`src/sv/ctpb_pkg.sv`:
```
// Package for the cycle timer progress bar: command and register codes,
// field widths, reset values and the controller/datapath handshake structs.
// No dependencies.
`timescale 1ns / 1ps
`default_nettype none

package ctpb_pkg;

  // Parameter defaults
  localparam int unsigned LED_COUNT_DEF   = 64;
  localparam int unsigned FPS_DEF         = 30;

  // Fixed field and state widths
  localparam int unsigned TARGET_W        = 16;
  localparam int unsigned BRIGHT_W        = 9;
  localparam int unsigned CFG_DATA_W      = 16;
  localparam int unsigned ELAPSED_W       = 20;
  localparam int unsigned FRAME_W         = 5;
  localparam int unsigned BLINK_W         = 4;
  localparam int unsigned LED_INDEX_W     = 6;
  localparam int unsigned COLOR_W         = 8;
  localparam int unsigned S_TDATA_W       = 8;
  localparam int unsigned S_TUSER_W       = 2;
  localparam int unsigned M_TDATA_W       = 32;

  // Reset values and constants
  localparam logic [TARGET_W-1:0] TARGET_RESET = 16'd60;
  localparam logic [BRIGHT_W-1:0] BRIGHT_RESET = 9'd77;
  localparam logic [BRIGHT_W-1:0] BRIGHT_MAX   = 9'd256;
  localparam logic [BLINK_W-1:0]  BLINK_PERIOD = 4'd15;
  localparam logic [COLOR_W-1:0]  COLOR_FULL   = 8'd255;
  localparam logic [COLOR_W-1:0]  COLOR_ORANGE = 8'd80;

  // Input command codes (s_axis_tuser)
  typedef enum logic [1:0] {
    CMD_TICK  = 2'd0,
    CMD_START = 2'd1,
    CMD_ACK   = 2'd2,
    CMD_STOP  = 2'd3
  } cmd_e;

  // Configuration register indexes
  typedef enum logic [0:0] {
    CFG_TARGET = 1'b0,
    CFG_BRIGHT = 1'b1
  } cfg_index_e;

  // What an accepted transaction asks of the sequencer
  typedef enum logic [1:0] {
    KIND_NONE  = 2'd0,
    KIND_FRAME = 2'd1,
    KIND_TIMER = 2'd2
  } kind_e;

  // Controller to datapath
  typedef struct packed {
    logic accept;
    logic calc;
    logic decide;
    logic div_step;
    logic emit_load;
  } ctl_cmd_t;

  // Datapath to controller
  typedef struct packed {
    kind_e kind;
    logic  over;
    logic  pix_last;
    logic  out_free;
  } ctl_status_t;

endpackage

`default_nettype wire

```
`src/sv/cycle_timer_progress_bar_unit.sv`:
```
// Top level of the cycle timer progress bar: sequencer plus datapath.
// Depends on ctpb_pkg, ctpb_ctrl and ctpb_datapath.
//
//  channel  | direction | payload
//  ---------+-----------+---------------------------------------------------
//  s_axis   | in        | tuser: cmd; tdata: preview, work_mode
//  m_axis   | out       | tdata: led_index, green, red, blue, buzzer, alarm;
//           |           | tlast: last pixel of the frame
//  cfg      | in        | write only: 0 cycle_target_seconds, 1 brightness
//
// Start, acknowledge and stop are applied on acceptance. A preview tick or a
// dark frame goes straight to pixel emission; a timer tick first passes
// through the timer math and the one-bit-per-cycle divider, then emits one
// pixel per cycle through the output register; an overrun tick skips the
// divider. An output stall holds the pixel sequencer; s_axis_tready_o is
// high only while the sequencer is idle. Reset is asynchronous and needs no
// clearing pass.
`timescale 1ns / 1ps
`default_nettype none

module cycle_timer_progress_bar_unit #(
  parameter int unsigned LED_COUNT         = ctpb_pkg::LED_COUNT_DEF,
  parameter int unsigned FRAMES_PER_SECOND = ctpb_pkg::FPS_DEF
) (
  input  wire                              clk_i,
  input  wire                              rst_ni,
  input  wire                              s_axis_tvalid_i,
  output logic                             s_axis_tready_o,
  input  wire  [ctpb_pkg::S_TDATA_W-1:0]   s_axis_tdata_i,  // [0] preview, [1] work_mode
  input  wire  [ctpb_pkg::S_TUSER_W-1:0]   s_axis_tuser_i,  // [1:0] cmd
  output logic                             m_axis_tvalid_o,
  input  wire                              m_axis_tready_i,
  // [5:0] led_index, [13:6] green, [21:14] red, [29:22] blue,
  // [30] buzzer, [31] alarm_active
  output logic [ctpb_pkg::M_TDATA_W-1:0]   m_axis_tdata_o,
  output logic                             m_axis_tlast_o,
  input  wire                              cfg_we_i,
  input  wire                              cfg_index_i,
  input  wire  [ctpb_pkg::CFG_DATA_W-1:0]  cfg_wdata_i
);

  ctpb_pkg::ctl_cmd_t    ctl_cmd;
  ctpb_pkg::ctl_status_t ctl_status;

  ctpb_ctrl #(
    .LED_COUNT (LED_COUNT)
  ) u_ctrl (
    .clk_i      (clk_i),
    .rst_ni     (rst_ni),
    .s_tvalid_i (s_axis_tvalid_i),
    .s_tready_o (s_axis_tready_o),
    .status_i   (ctl_status),
    .cmd_o      (ctl_cmd)
  );

  ctpb_datapath #(
    .LED_COUNT         (LED_COUNT),
    .FRAMES_PER_SECOND (FRAMES_PER_SECOND)
  ) u_datapath (
    .clk_i       (clk_i),
    .rst_ni      (rst_ni),
    .s_tdata_i   (s_axis_tdata_i),
    .s_tuser_i   (s_axis_tuser_i),
    .cfg_we_i    (cfg_we_i),
    .cfg_index_i (cfg_index_i),
    .cfg_wdata_i (cfg_wdata_i),
    .cmd_i       (ctl_cmd),
    .status_o    (ctl_status),
    .m_tready_i  (m_axis_tready_i),
    .m_tvalid_o  (m_axis_tvalid_o),
    .m_tdata_o   (m_axis_tdata_o),
    .m_tlast_o   (m_axis_tlast_o)
  );

  // The sequencer issues at most one command per cycle
  assert property (@(posedge clk_i) disable iff (!rst_ni)
    $onehot0(ctl_cmd))
    else $error("controller issued overlapping commands");

  // The last pixel of a frame is the highest LED position
  assert property (@(posedge clk_i) disable iff (!rst_ni)
    (m_axis_tvalid_o && m_axis_tlast_o) |->
      (m_axis_tdata_o[ctpb_pkg::LED_INDEX_W-1:0] ==
       ctpb_pkg::LED_INDEX_W'(LED_COUNT - 1)))
    else $error("tlast on a pixel other than the last");

  // The buzzer only sounds while the alarm is active
  assert property (@(posedge clk_i) disable iff (!rst_ni)
    (m_axis_tvalid_o && m_axis_tdata_o[30]) |-> m_axis_tdata_o[31])
    else $error("buzzer on without an active alarm");

  // No new transaction is taken while pixels are being loaded
  assert property (@(posedge clk_i) disable iff (!rst_ni)
    ctl_cmd.emit_load |-> !s_axis_tready_o)
    else $error("input ready during frame emission");

endmodule

`default_nettype wire

```
`src/sv/ctpb_ctrl.sv`:
```
// Sequencer of the progress bar: accept, timer math, divide steps, pixel emit.
// Depends on ctpb_pkg.
`timescale 1ns / 1ps
`default_nettype none

module ctpb_ctrl #(
  parameter int unsigned LED_COUNT = ctpb_pkg::LED_COUNT_DEF
) (
  input  wire                    clk_i,
  input  wire                    rst_ni,
  input  wire                    s_tvalid_i,
  output logic                   s_tready_o,
  input  ctpb_pkg::ctl_status_t  status_i,
  output ctpb_pkg::ctl_cmd_t     cmd_o
);

  localparam int unsigned QW   = $clog2(LED_COUNT + 1);
  localparam int unsigned STEP_W = $clog2(QW);

  typedef enum logic [2:0] {
    ST_IDLE,
    ST_CALC,
    ST_DECIDE,
    ST_DIV,
    ST_EMIT
  } state_e;

  state_e            state_q;
  logic [STEP_W-1:0] step_q;

  // Decode commands from the current state
  always_comb begin
    cmd_o           = '0;
    s_tready_o      = (state_q == ST_IDLE);
    cmd_o.accept    = (state_q == ST_IDLE) && s_tvalid_i;
    cmd_o.calc      = (state_q == ST_CALC);
    cmd_o.decide    = (state_q == ST_DECIDE);
    cmd_o.div_step  = (state_q == ST_DIV);
    cmd_o.emit_load = (state_q == ST_EMIT) && status_i.out_free;
  end

  // Advance the sequencer
  always_ff @(posedge clk_i or negedge rst_ni) begin
    if (!rst_ni) begin
      state_q <= ST_IDLE;
      step_q  <= '0;
    end else begin
      unique case (state_q)
        ST_IDLE: begin
          if (s_tvalid_i) begin
            unique case (status_i.kind)
              ctpb_pkg::KIND_FRAME: state_q <= ST_EMIT;
              ctpb_pkg::KIND_TIMER: state_q <= ST_CALC;
              default:              state_q <= ST_IDLE;
            endcase
          end
        end
        ST_CALC: state_q <= ST_DECIDE;
        ST_DECIDE: begin
          if (status_i.over) begin
            state_q <= ST_EMIT;
          end else begin
            state_q <= ST_DIV;
            step_q  <= STEP_W'(QW - 1);
          end
        end
        ST_DIV: begin
          if (step_q == '0) begin
            state_q <= ST_EMIT;
          end else begin
            step_q <= step_q - 1'b1;
          end
        end
        ST_EMIT: begin
          if (status_i.out_free && status_i.pix_last) begin
            state_q <= ST_IDLE;
          end
        end
        default: state_q <= ST_IDLE;
      endcase
    end
  end

endmodule

`default_nettype wire

```
`src/sv/ctpb_datapath.sv`:
```
// Datapath of the progress bar: config registers, cycle timer, alarm blink,
// fill divider, pixel coloring and the output register. Depends on ctpb_pkg.
`timescale 1ns / 1ps
`default_nettype none

module ctpb_datapath #(
  parameter int unsigned LED_COUNT         = ctpb_pkg::LED_COUNT_DEF,
  parameter int unsigned FRAMES_PER_SECOND = ctpb_pkg::FPS_DEF
) (
  input  wire                                 clk_i,
  input  wire                                 rst_ni,
  input  wire  [ctpb_pkg::S_TDATA_W-1:0]      s_tdata_i,
  input  wire  [ctpb_pkg::S_TUSER_W-1:0]      s_tuser_i,
  input  wire                                 cfg_we_i,
  input  wire                                 cfg_index_i,
  input  wire  [ctpb_pkg::CFG_DATA_W-1:0]     cfg_wdata_i,
  input  ctpb_pkg::ctl_cmd_t                  cmd_i,
  output ctpb_pkg::ctl_status_t               status_o,
  input  wire                                 m_tready_i,
  output logic                                m_tvalid_o,
  output logic [ctpb_pkg::M_TDATA_W-1:0]      m_tdata_o,
  output logic                                m_tlast_o
);

  localparam int unsigned FW          = $clog2(FRAMES_PER_SECOND + 1);
  localparam int unsigned QW          = $clog2(LED_COUNT + 1);
  localparam int unsigned NUM_W       = ctpb_pkg::ELAPSED_W + FW;
  localparam int unsigned DEN_W       = ctpb_pkg::TARGET_W + FW;
  localparam int unsigned DW          = DEN_W + QW;
  localparam int unsigned IW          = ctpb_pkg::LED_INDEX_W + 1;
  localparam int unsigned ORANGE_FROM = LED_COUNT * 7 / 10;
  localparam int unsigned RED_FROM    = LED_COUNT * 9 / 10;
  localparam int unsigned PROD_W      = ctpb_pkg::BRIGHT_W + ctpb_pkg::COLOR_W;

  // Configuration and timer state
  logic [ctpb_pkg::TARGET_W-1:0]    target_q;
  logic [ctpb_pkg::BRIGHT_W-1:0]    bright_q;
  logic                             running_q;
  logic [ctpb_pkg::ELAPSED_W-1:0]   elapsed_q;
  logic [ctpb_pkg::FRAME_W-1:0]     frame_q;
  logic [ctpb_pkg::BLINK_W-1:0]     blink_cnt_q;
  logic                             blink_on_q;
  logic                             lit_q;
  logic                             ack_q;
  logic                             alarm_q;

  // Frame math
  logic [NUM_W-1:0]                 num_q;
  logic [DEN_W-1:0]                 den_q;
  logic [DW-1:0]                    rem_q;
  logic [DW-1:0]                    dsh_q;
  logic [QW-1:0]                    fill_q;
  logic                             buz_q;
  logic [ctpb_pkg::LED_INDEX_W-1:0] pix_q;

  // Output register
  logic                             ovalid_q;
  logic [ctpb_pkg::M_TDATA_W-1:0]   odata_q;
  logic                             olast_q;

  ctpb_pkg::cmd_e                   in_cmd;
  ctpb_pkg::kind_e                  in_kind;
  logic                             in_preview;
  logic                             in_work;
  logic [ctpb_pkg::FRAME_W-1:0]     frame_inc;
  logic [ctpb_pkg::BLINK_W-1:0]     blink_inc;
  logic                             blink_wrap;
  logic                             blink_next;
  logic                             over;
  logic [DEN_W-1:0]                 num_lim;
  logic                             div_ge;
  logic [ctpb_pkg::LED_INDEX_W-1:0] idx;
  logic                             pix_lit;
  logic [PROD_W-1:0]                prod_full;
  logic [PROD_W-1:0]                prod_orange;
  logic [ctpb_pkg::COLOR_W-1:0]     sc_full;
  logic [ctpb_pkg::COLOR_W-1:0]     sc_orange;
  logic [ctpb_pkg::COLOR_W-1:0]     px_green;
  logic [ctpb_pkg::COLOR_W-1:0]     px_red;

  assign in_cmd     = ctpb_pkg::cmd_e'(s_tuser_i);
  assign in_preview = s_tdata_i[0];
  assign in_work    = s_tdata_i[1];

  // Classify the offered transaction for the sequencer
  always_comb begin
    if (in_cmd != ctpb_pkg::CMD_TICK) begin
      in_kind = ctpb_pkg::KIND_NONE;
    end else if (in_preview) begin
      in_kind = ctpb_pkg::KIND_FRAME;
    end else if (running_q) begin
      in_kind = ctpb_pkg::KIND_TIMER;
    end else if (lit_q) begin
      in_kind = ctpb_pkg::KIND_FRAME;
    end else begin
      in_kind = ctpb_pkg::KIND_NONE;
    end
  end

  assign frame_inc  = frame_q + 1'b1;
  assign blink_inc  = blink_cnt_q + 1'b1;
  assign blink_wrap = (blink_inc >= ctpb_pkg::BLINK_PERIOD);
  assign blink_next = blink_wrap ? !blink_on_q : blink_on_q;
  assign over       = (num_q > NUM_W'(den_q)) && !ack_q;
  assign div_ge     = (rem_q >= dsh_q);

  // A numerator at or past the target gives a full bar; clip it to the target
  assign num_lim    = (num_q >= NUM_W'(den_q)) ? den_q : num_q[DEN_W-1:0];

  assign status_o.kind     = in_kind;
  assign status_o.over     = over;
  assign status_o.pix_last = (pix_q == ctpb_pkg::LED_INDEX_W'(LED_COUNT - 1));
  assign status_o.out_free = !ovalid_q || m_tready_i;

  // Hold config registers; clamp target and brightness on write
  always_ff @(posedge clk_i or negedge rst_ni) begin
    if (!rst_ni) begin
      target_q <= ctpb_pkg::TARGET_RESET;
      bright_q <= ctpb_pkg::BRIGHT_RESET;
    end else if (cfg_we_i) begin
      unique case (ctpb_pkg::cfg_index_e'(cfg_index_i))
        ctpb_pkg::CFG_TARGET: begin
          target_q <= (cfg_wdata_i[ctpb_pkg::TARGET_W-1:0] == '0) ?
                      ctpb_pkg::TARGET_W'(1) : cfg_wdata_i[ctpb_pkg::TARGET_W-1:0];
        end
        ctpb_pkg::CFG_BRIGHT: begin
          bright_q <= (cfg_wdata_i[ctpb_pkg::BRIGHT_W-1:0] > ctpb_pkg::BRIGHT_MAX) ?
                      ctpb_pkg::BRIGHT_MAX : cfg_wdata_i[ctpb_pkg::BRIGHT_W-1:0];
        end
        default: ;
      endcase
    end
  end

  // Apply commands, advance the timer, blink and divide
  always_ff @(posedge clk_i or negedge rst_ni) begin
    if (!rst_ni) begin
      running_q   <= 1'b0;
      elapsed_q   <= '0;
      frame_q     <= '0;
      blink_cnt_q <= '0;
      blink_on_q  <= 1'b1;
      lit_q       <= 1'b0;
      ack_q       <= 1'b0;
      alarm_q     <= 1'b0;
      fill_q      <= '0;
      buz_q       <= 1'b0;
    end else begin
      if (cmd_i.accept) begin
        unique case (in_cmd)
          ctpb_pkg::CMD_START: begin
            elapsed_q <= '0;
            frame_q   <= '0;
            running_q <= 1'b1;
            alarm_q   <= 1'b0;
            ack_q     <= 1'b0;
          end
          ctpb_pkg::CMD_ACK: begin
            ack_q   <= 1'b1;
            alarm_q <= 1'b0;
          end
          ctpb_pkg::CMD_STOP: running_q <= 1'b0;
          ctpb_pkg::CMD_TICK: begin
            if (in_preview) begin
              lit_q  <= 1'b1;
              fill_q <= QW'(LED_COUNT);
              buz_q  <= 1'b0;
            end else if (running_q) begin
              lit_q <= 1'b1;
              if (in_work) begin
                if (frame_inc >= ctpb_pkg::FRAME_W'(FRAMES_PER_SECOND)) begin
                  frame_q <= '0;
                  if (elapsed_q != '1) begin
                    elapsed_q <= elapsed_q + 1'b1;
                  end
                end else begin
                  frame_q <= frame_inc;
                end
              end
            end else if (lit_q) begin
              lit_q  <= 1'b0;
              fill_q <= '0;
              buz_q  <= 1'b0;
            end
          end
          default: ;
        endcase
      end

      // Overrun blinks the whole bar; otherwise clear fill for the divider
      if (cmd_i.decide) begin
        if (over) begin
          alarm_q     <= 1'b1;
          blink_cnt_q <= blink_wrap ? '0 : blink_inc;
          blink_on_q  <= blink_next;
          fill_q      <= blink_next ? QW'(LED_COUNT) : '0;
          buz_q       <= blink_next;
        end else begin
          alarm_q <= 1'b0;
          fill_q  <= '0;
          buz_q   <= 1'b0;
        end
      end

      // Shift in one quotient bit
      if (cmd_i.div_step) begin
        fill_q <= {fill_q[QW-2:0], div_ge};
      end
    end
  end

  // Timer products and the restoring divider operands
  always_ff @(posedge clk_i) begin
    if (cmd_i.calc) begin
      num_q <= NUM_W'(elapsed_q) * NUM_W'(FRAMES_PER_SECOND) + NUM_W'(frame_q);
      den_q <= DEN_W'(target_q) * DEN_W'(FRAMES_PER_SECOND);
    end
    if (cmd_i.decide) begin
      rem_q <= DW'(num_lim) * DW'(LED_COUNT);
      dsh_q <= DW'(den_q) << (QW - 1);
    end else if (cmd_i.div_step) begin
      if (div_ge) begin
        rem_q <= rem_q - dsh_q;
      end
      dsh_q <= dsh_q >> 1;
    end
  end

  // Color the current pixel; logical order runs opposite to the strip
  assign idx         = ctpb_pkg::LED_INDEX_W'(LED_COUNT - 1) - pix_q;
  assign pix_lit     = IW'(idx) < IW'(fill_q);
  assign prod_full   = PROD_W'(ctpb_pkg::COLOR_FULL) * PROD_W'(bright_q);
  assign prod_orange = PROD_W'(ctpb_pkg::COLOR_ORANGE) * PROD_W'(bright_q);
  assign sc_full     = prod_full[15:8];
  assign sc_orange   = prod_orange[15:8];

  always_comb begin
    px_green = '0;
    px_red   = '0;
    if (pix_lit) begin
      if (IW'(idx) < IW'(ORANGE_FROM)) begin
        px_green = sc_full;
      end else if (IW'(idx) < IW'(RED_FROM)) begin
        px_green = sc_orange;
        px_red   = sc_full;
      end else begin
        px_red = sc_full;
      end
    end
  end

  // Pixel counter wraps after the last pixel of a frame
  always_ff @(posedge clk_i or negedge rst_ni) begin
    if (!rst_ni) begin
      pix_q <= '0;
    end else if (cmd_i.emit_load) begin
      pix_q <= status_o.pix_last ? '0 : pix_q + 1'b1;
    end
  end

  // Output register: load a pixel when free, drop valid once taken
  always_ff @(posedge clk_i or negedge rst_ni) begin
    if (!rst_ni) begin
      ovalid_q <= 1'b0;
    end else if (cmd_i.emit_load) begin
      ovalid_q <= 1'b1;
    end else if (m_tready_i) begin
      ovalid_q <= 1'b0;
    end
  end

  always_ff @(posedge clk_i) begin
    if (cmd_i.emit_load) begin
      odata_q <= {alarm_q, buz_q, ctpb_pkg::COLOR_W'(0), px_red, px_green, pix_q};
      olast_q <= status_o.pix_last;
    end
  end

  assign m_tvalid_o = ovalid_q;
  assign m_tdata_o  = odata_q;
  assign m_tlast_o  = olast_q;

endmodule

`default_nettype wire

```
`config.mk`:
```
export PLATFORM = sky130hd
export DESIGN_NAME = cycle_timer_progress_bar_unit
export DESIGN_NICKNAME = d
export VERILOG_FILES = /design/src/sv/ctpb_pkg.sv /design/src/sv/cycle_timer_progress_bar_unit.sv /design/src/sv/ctpb_ctrl.sv /design/src/sv/ctpb_datapath.sv
export SDC_FILE = /design/constraint.sdc
export NUM_CORES = 1
export LEC_CHECK = 0
export BUFFER_PORTS_ARGS = -buffer_cell sky130_fd_sc_hd__buf_4
export CAP_MARGIN = 20
export CORE_UTILIZATION = 45
export DETAILED_ROUTE_END_ITERATION = 16
export PLACE_DENSITY = 0.63
export SETUP_SLACK_MARGIN = 0.3
export SYNTH_ARGS = -nofsm -noshare
export SYNTH_HDL_FRONTEND = slang
export SYNTH_HIERARCHICAL = 1
export SYNTH_SLANG_ARGS = --single-unit
export TNS_END_PERCENT = 10
```
`constraint.sdc`:
```
create_clock -name clk_i -period 13.08 [get_ports clk_i]
set_input_delay 2.616 -clock clk_i [delete_from_list [all_inputs] [get_ports clk_i]]
set_output_delay 2.616 -clock clk_i [all_outputs]
set_load 0.02 [all_outputs]
```
## Word-level counts from Yosys, hierarchy flattened

Cells that the tools add are included.

- Bits in registers: 205
- Word-level logic and storage cells: 179
- Output and inout port bits: 35
- Input port bits: 32

- Reduce and logical (&&, ||, !) cells: 43
- Mux-type cells: 63
- Bitwise operators: 2
- Order comparisons: 9
- Equal/unequal tests: 23
- Multiply operators: 4
- Add/sub/neg operators: 8

Operators with widths:

| kind | count |
|---|---|
| $mux W27 | 5 |
| $mux W20 | 5 |
| $mux W7 | 9 |
| $pmux W20 S2 | 1 |
| $ge A28 B27 Y1 | 1 |
| $sub A28 B27 Y28 | 1 |
| $add A25 B5 Y25 | 1 |
| $ge A25 B21 Y1 | 1 |
| $gt A25 B21 Y1 | 1 |
| $mul A20 B4 Y24 const B | 1 |
| $mux W21 | 1 |
| $add A20 B1 Y20 const B | 1 |
| $mul A16 B4 Y20 const B | 1 |
| $mux W5 | 4 |
| $ne A20 B20 Y1 const B | 1 |
| $reduce_bool A2 Y1 | 10 |
| $mux W3 | 6 |
| $reduce_and A2 Y1 | 9 |
| $mux W1 | 17 |
| $logic_not A16 Y1 | 1 |
| $mul A8 B9 Y16 const A | 1 |
| $mux W16 | 1 |
| $mux W8 | 2 |
| $pmux W3 S5 | 1 |
| 41 further kinds | 70 |

## Longest topological paths before layout

- Word-level depth: 8
- Gate-level depth with buffers: 16
- Depth with buffers taken out: 16

## By module

Netlist, hierarchy kept.

By module, submodules not included:

| module | seq. area each (µm²) | times used | area an instance (µm²) | cells each |
|---|---|---|---|---|
| ctpb_datapath | 5,486.5 | 1 | 16,568.4 | 1,659 |
| ctpb_ctrl | 150.1 | 1 | 402.9 | 44 |

## Least setup slack after synthesis

Ideal clock, no wire load.

- Path kind: register -> register
- Start: reg u_datapath/bright_q[6] in the netlist's numbering
- End: reg u_datapath.odata_q, in the netlist u_datapath/m_tdata_o[13], data pin
- Setup time: 0.278 ns
- Stages on the path, launching flop included: 17
- Arrival: 4.541 ns
- Clock period less this slack: 4.819 ns
- Data required time: 12.802 ns
- Path buffers: 0
- Path slack: 8.261 ns
- Cell sequence: dfstp_2 inv_1 fa_1 fa_1 inv_1 fa_1 inv_1 fa_1 inv_1 ha_1 and2_1 o21ai_0 a311oi_1 or3_1 a31oi_1 xnor2_1 o32ai_1

- Word-level cells in the longest chain between the ends: 3
- Elaborated cells on any way between the ends: 4
- Those cells by class: mul: 2; mux: 2

RTL lines:

| what | RTL line | text |
|---|---|---|
| start, declared | ctpb_datapath.sv:37 | `logic [ctpb_pkg::BRIGHT_W-1:0] bright_q;` |
| start signal, assigned | ctpb_datapath.sv:119 | `bright_q <= ctpb_pkg::BRIGHT_RESET;` |
| start signal, assigned | ctpb_datapath.sv:127 | `bright_q <= (cfg_wdata_i[ctpb_pkg::BRIGHT_W-1:0] > ctpb_pkg::BRIGHT_MAX) ?` |
| $mul A3 B9 Y12 | ctpb_datapath.sv:233 | `assign prod_orange = PROD_W'(ctpb_pkg::COLOR_ORANGE) * PROD_W'(bright_q);` |
| $mux W8 | ctpb_datapath.sv:243 | `end else if (IW'(idx) < IW'(RED_FROM)) begin` |
| $mux W8 (*) | ctpb_datapath.sv:241 | `if (IW'(idx) < IW'(ORANGE_FROM)) begin` |
| end signal, assigned | ctpb_datapath.sv:274 | `odata_q <= {alarm_q, buz_q, ctpb_pkg::COLOR_W'(0), px_red, px_green, pix_q};` |
| end, declared | ctpb_datapath.sv:58 | `logic [ctpb_pkg::M_TDATA_W-1:0] odata_q;` |

Every way passes the cells marked *; elsewhere a longest branch is shown, timed or not.
A chain may end at the register's enable or synchronous reset.

## Final worst setup path

Ends and elaborated chain as after synthesis.

==> results.py <==
metrics = {
    "power": {
        "power_density_mw_per_mm2": 213,
        "irDropWorstVdd_mv": 0.120,
        "power_mw": 3.99,
        "p_leak_nw": 8.38,
    },
    "final_layout": {
        "area_delta_synth_final_pct": 10.0,
        "drive_above_1_share": 0.0911,
        "fin_cells": 2271,
        "fillCellCount": 3396,
        "finalNetCount": 2060,
        "diodes": 0,
    },
    "clock_network": {
        "clk_pin_slew_ns": 0.06,
        "htreeDepth": 1,
        "cts_setup_buffers": 0,
        "cts_resized": 0,
        "cts-hold-fix-buffers": 0,
        "ctsRootBufferMaster": "clkbuf_16",
        "clock_path_buffers": 3,
        "cts_tree": "built",
        "cts.sinks": 205,
        "clock_latency_ns": 0.56,
        "cts_buffers": 25,
    },
    "setup_path": {
        "cp_top_family": "adder cells",
        "reg2reg_depth": 16,
        "path_cells": "inv_1, fa_1, fa_1, inv_1, fa_1, inv_1, fa_1, inv_1, ha_1, and2_1, o21ai_0, a311oi_1, or3_1, a31oi_1, xnor2_1, o32ai_1",
        "rr_startpoint": "u_datapath/bright_q[6]$_DFFE_PN1P_",
        "critPathRequiredTime_ns": 13.37,
        "path_class": "flip-flop to flip-flop",
        "cp-start-kind": "flip-flop",
        "timing.critical_path.buf_inv": 4,
        "rr_endpoint": "u_datapath/m_tdata_o[13]$_SDFFCE_PP0P_",
        "rrSetupSlack_ns": 7.71,
        "crit_slowest_cell": "dfstp_2",
        "path_depth": 16,
        "end_kind": "flip-flop",
        "worstPathArrival_ns": 5.65,
        "worstPathMaxFanout": 8,
        "critical_path.max_stage_delay_ns": 0.69,
        "crit_start": "u_datapath/bright_q[6]$_DFFE_PN1P_",
    },
    "detailed_routing": {
        "drt_first_iter_violations": 659,
        "viasPerCell": 5.37,
        "wl_per_cell_microns": 15.7,
        "drt-total-wl_mm": 35.6,
        "final_antenna_net_count": 0,
        "drc_errors": 0,
        "firstDrtPassIters": 5,
        "dr_total_vias": 12186,
    },
    "synthesis": {
        "async_flop_share": 0.390,
        "synth.area.top_cells": "edfxtp_1, ha_1, fa_1, dfrtp_1, inv_1",
        "ys_seq_elements": 205,
        "synth_edf_count": 112,
        "yosysWarnings": 6,
        "ys_types": 88,
        "synth_most_common_cell": "inv_1",
        "synthFlopType": "edfxtp_1",
        "yosys-top-cells-count": "inv_1, ha_1, nand2_1",
        "yosysTopAreaCell": "edfxtp_1",
        "syn_area_per_cell_sq_um": 9.97,
        "syn_area_sq_mm": 0.0170,
        "seq_area_frac_synth": 0.332,
        "syn-instance-count": 1703,
        "synth_top_area_share": 0.198,
    },
    "timing": {
        "period_needed_ns": 5.37,
        "fin_setup_tns_ns": 0,
        "maxSlewHeadroom": 0.335,
        "hold_viol_final": 0,
        "finalCritPeriodShare": 0.410,
        "setup_violations": 0,
        "skew_ns": 0.0203,
        "worst_slew_pin_slew_ns": 0.991,
        "rsz0062_at_grt": "false",
        "timing.hold.ws_ns": 0.468,
        "drv_slew": 0,
        "fmax_mhz": 186,
    },
    "grt": {
        "antenna_found_initial": 0,
        "track_usage": 0.190,
        "grt_pass1_wl_mm": 59.8,
        "overflow": 0,
        "grt_max_degree": 68,
        "grt_pass1_vias": 11967,
    },
    "die": {
        "chipWidth_microns": 196,
        "pin_count": 67,
        "coreArea_sq_mm": 0.0369,
        "row_count": 70,
        "fp.dieArea_sq_mm": 0.0385,
        "initial_core_util": 0.460,
        "die_h_microns": 196,
    },
    "placement": {
        "io_buffers": 52,
        "dp_cells": 2225,
        "gp_congestion": 0.895,
        "dp.final_hpwl_mm": 27.5,
    },
    "worst_hold_path": {
        "min_path_cells": 0,
        "hold_start": "u_datapath/buz_q$_DFFE_PN0P_",
        "min_path_type": "flip-flop to flip-flop",
        "holdPathEnd": "u_datapath/m_tdata_o[30]$_DFFE_PP_",
    },
    "flow_run": {
        "cap_violations": 0,
    },
    "run_status": {
        "status": "complete, no violations",
    },
}
[sequential cells by signal (all words and copies together), names as in the netlist, 3 cells and up]
register and flops:
u_datapath/num_q 25, u_datapath/fill_q 7, u_datapath/den_q 20, u_datapath/pix_q 6
u_datapath/target_q 16, u_datapath/blink_cnt_q 4, u_datapath/elapsed_q 20, u_datapath/frame_q 5
u_datapath/rem_q 28, u_datapath/m_tdata_o 24, u_ctrl/step_q 3, u_ctrl/state_q 3
u_datapath/bright_q 9, u_datapath/dsh_q 27
[layer usage]
| metal | routed length [microns] | up-vias | part of all wire | GRT usage |
|---|---|---|---|---|
| met5 | 0 | - | 0 | 0 |
| met2 | 16500 | 208 | 0.46 | 0.309 |
| met4 | 650 | 0 | 0.018 | 0.0477 |
| met1 | 17000 | 5927 | 0.48 | 0.269 |
| met3 | 1490 | 35 | 0.042 | 0.0241 |
| li1 | - | 6016 | - | - |
[worst max-delay path by stage]
stage	end	slack, ns
2_1_floorplan	u_datapath/m_tdata_o[13]$_SDFFCE_PP0P_	8.26
3_3_place_gp	u_datapath/m_tdata_o[13]$_SDFFCE_PP0P_	7.77
3_5_place_dp	u_datapath/m_tdata_o[13]$_SDFFCE_PP0P_	7.67
4_1_cts	u_datapath/m_tdata_o[13]$_SDFFCE_PP0P_	7.70
5_1_grt	u_datapath/m_tdata_o[13]$_SDFFCE_PP0P_	7.44
6_report	u_datapath/m_tdata_o[13]$_SDFFCE_PP0P_	7.71
[layout make-up]
class                   count  area, sq um  area share
well taps                 504          631      0.0338
clock buffers              34          721      0.0386
repair buffers             61          458      0.0245
clock inverters            12         86.3     0.00462
flip-flops and latches    205         5640       0.302
multi-input cells        1231        10300       0.552
inverters                 224          841      0.0450
[per-stage QoR]
| step | worst slack [ns] | area [sq um] | util |
|---|---|---|---|
| final | 7.71 | 18700 | 0.506 |
| after global routing | 7.44 | 18700 | 0.506 |
| after CTS | 7.70 | 18700 | 0.506 |
| after detailed placement | 7.67 | 17900 | 0.485 |
| after global placement | 7.77 | 17900 | 0.485 |
| after floorplan | 8.26 | 17000 | - |
[power breakdown]
part / switching [mW] / total, mW / internal, mW
Sequential: 0.110 / 1.01 / 0.898
Clock: 0.295 / 0.685 / 0.390
Combinational: 1.31 / 2.29 / 0.987
Total: 1.71 / 3.99 / 2.28
[layout by cell type, fill, tap and decap left out, types with 31 or more instances in the layout]
master    count
a21o_1       45
inv_1       222
xor2_1       33
nor2_1       93
dfrtp_1      71
fa_1        103
nand2b_1     31
edfxtp_1    112
nand2_1     127
o21ai_0      76
mux2i_1      33
a21oi_1      81
nand3_1      45
ha_1        177
xnor2_1      69
buf_4        61
[kinds of logic (layout without fill, tap and decap cells)]
| family | Yosys count | after routing | share of synthesized area |
|---|---|---|---|
| xor+xnor | 102 | 102 | 0.0526 |
| flops | 205 | 205 | 0.332 |
| mux | 51 | 51 | 0.0314 |
| buf+inv | 274 | 331 | 0.0632 |
| fa+ha+maj | 280 | 280 | 0.252 |
| compound gates | 360 | 360 | 0.141 |
| other cells | 1 | 8 | 0.000221 |
| simple gates | 430 | 430 | 0.127 |
Note: power is estimated with default switching activity, not from simulation.
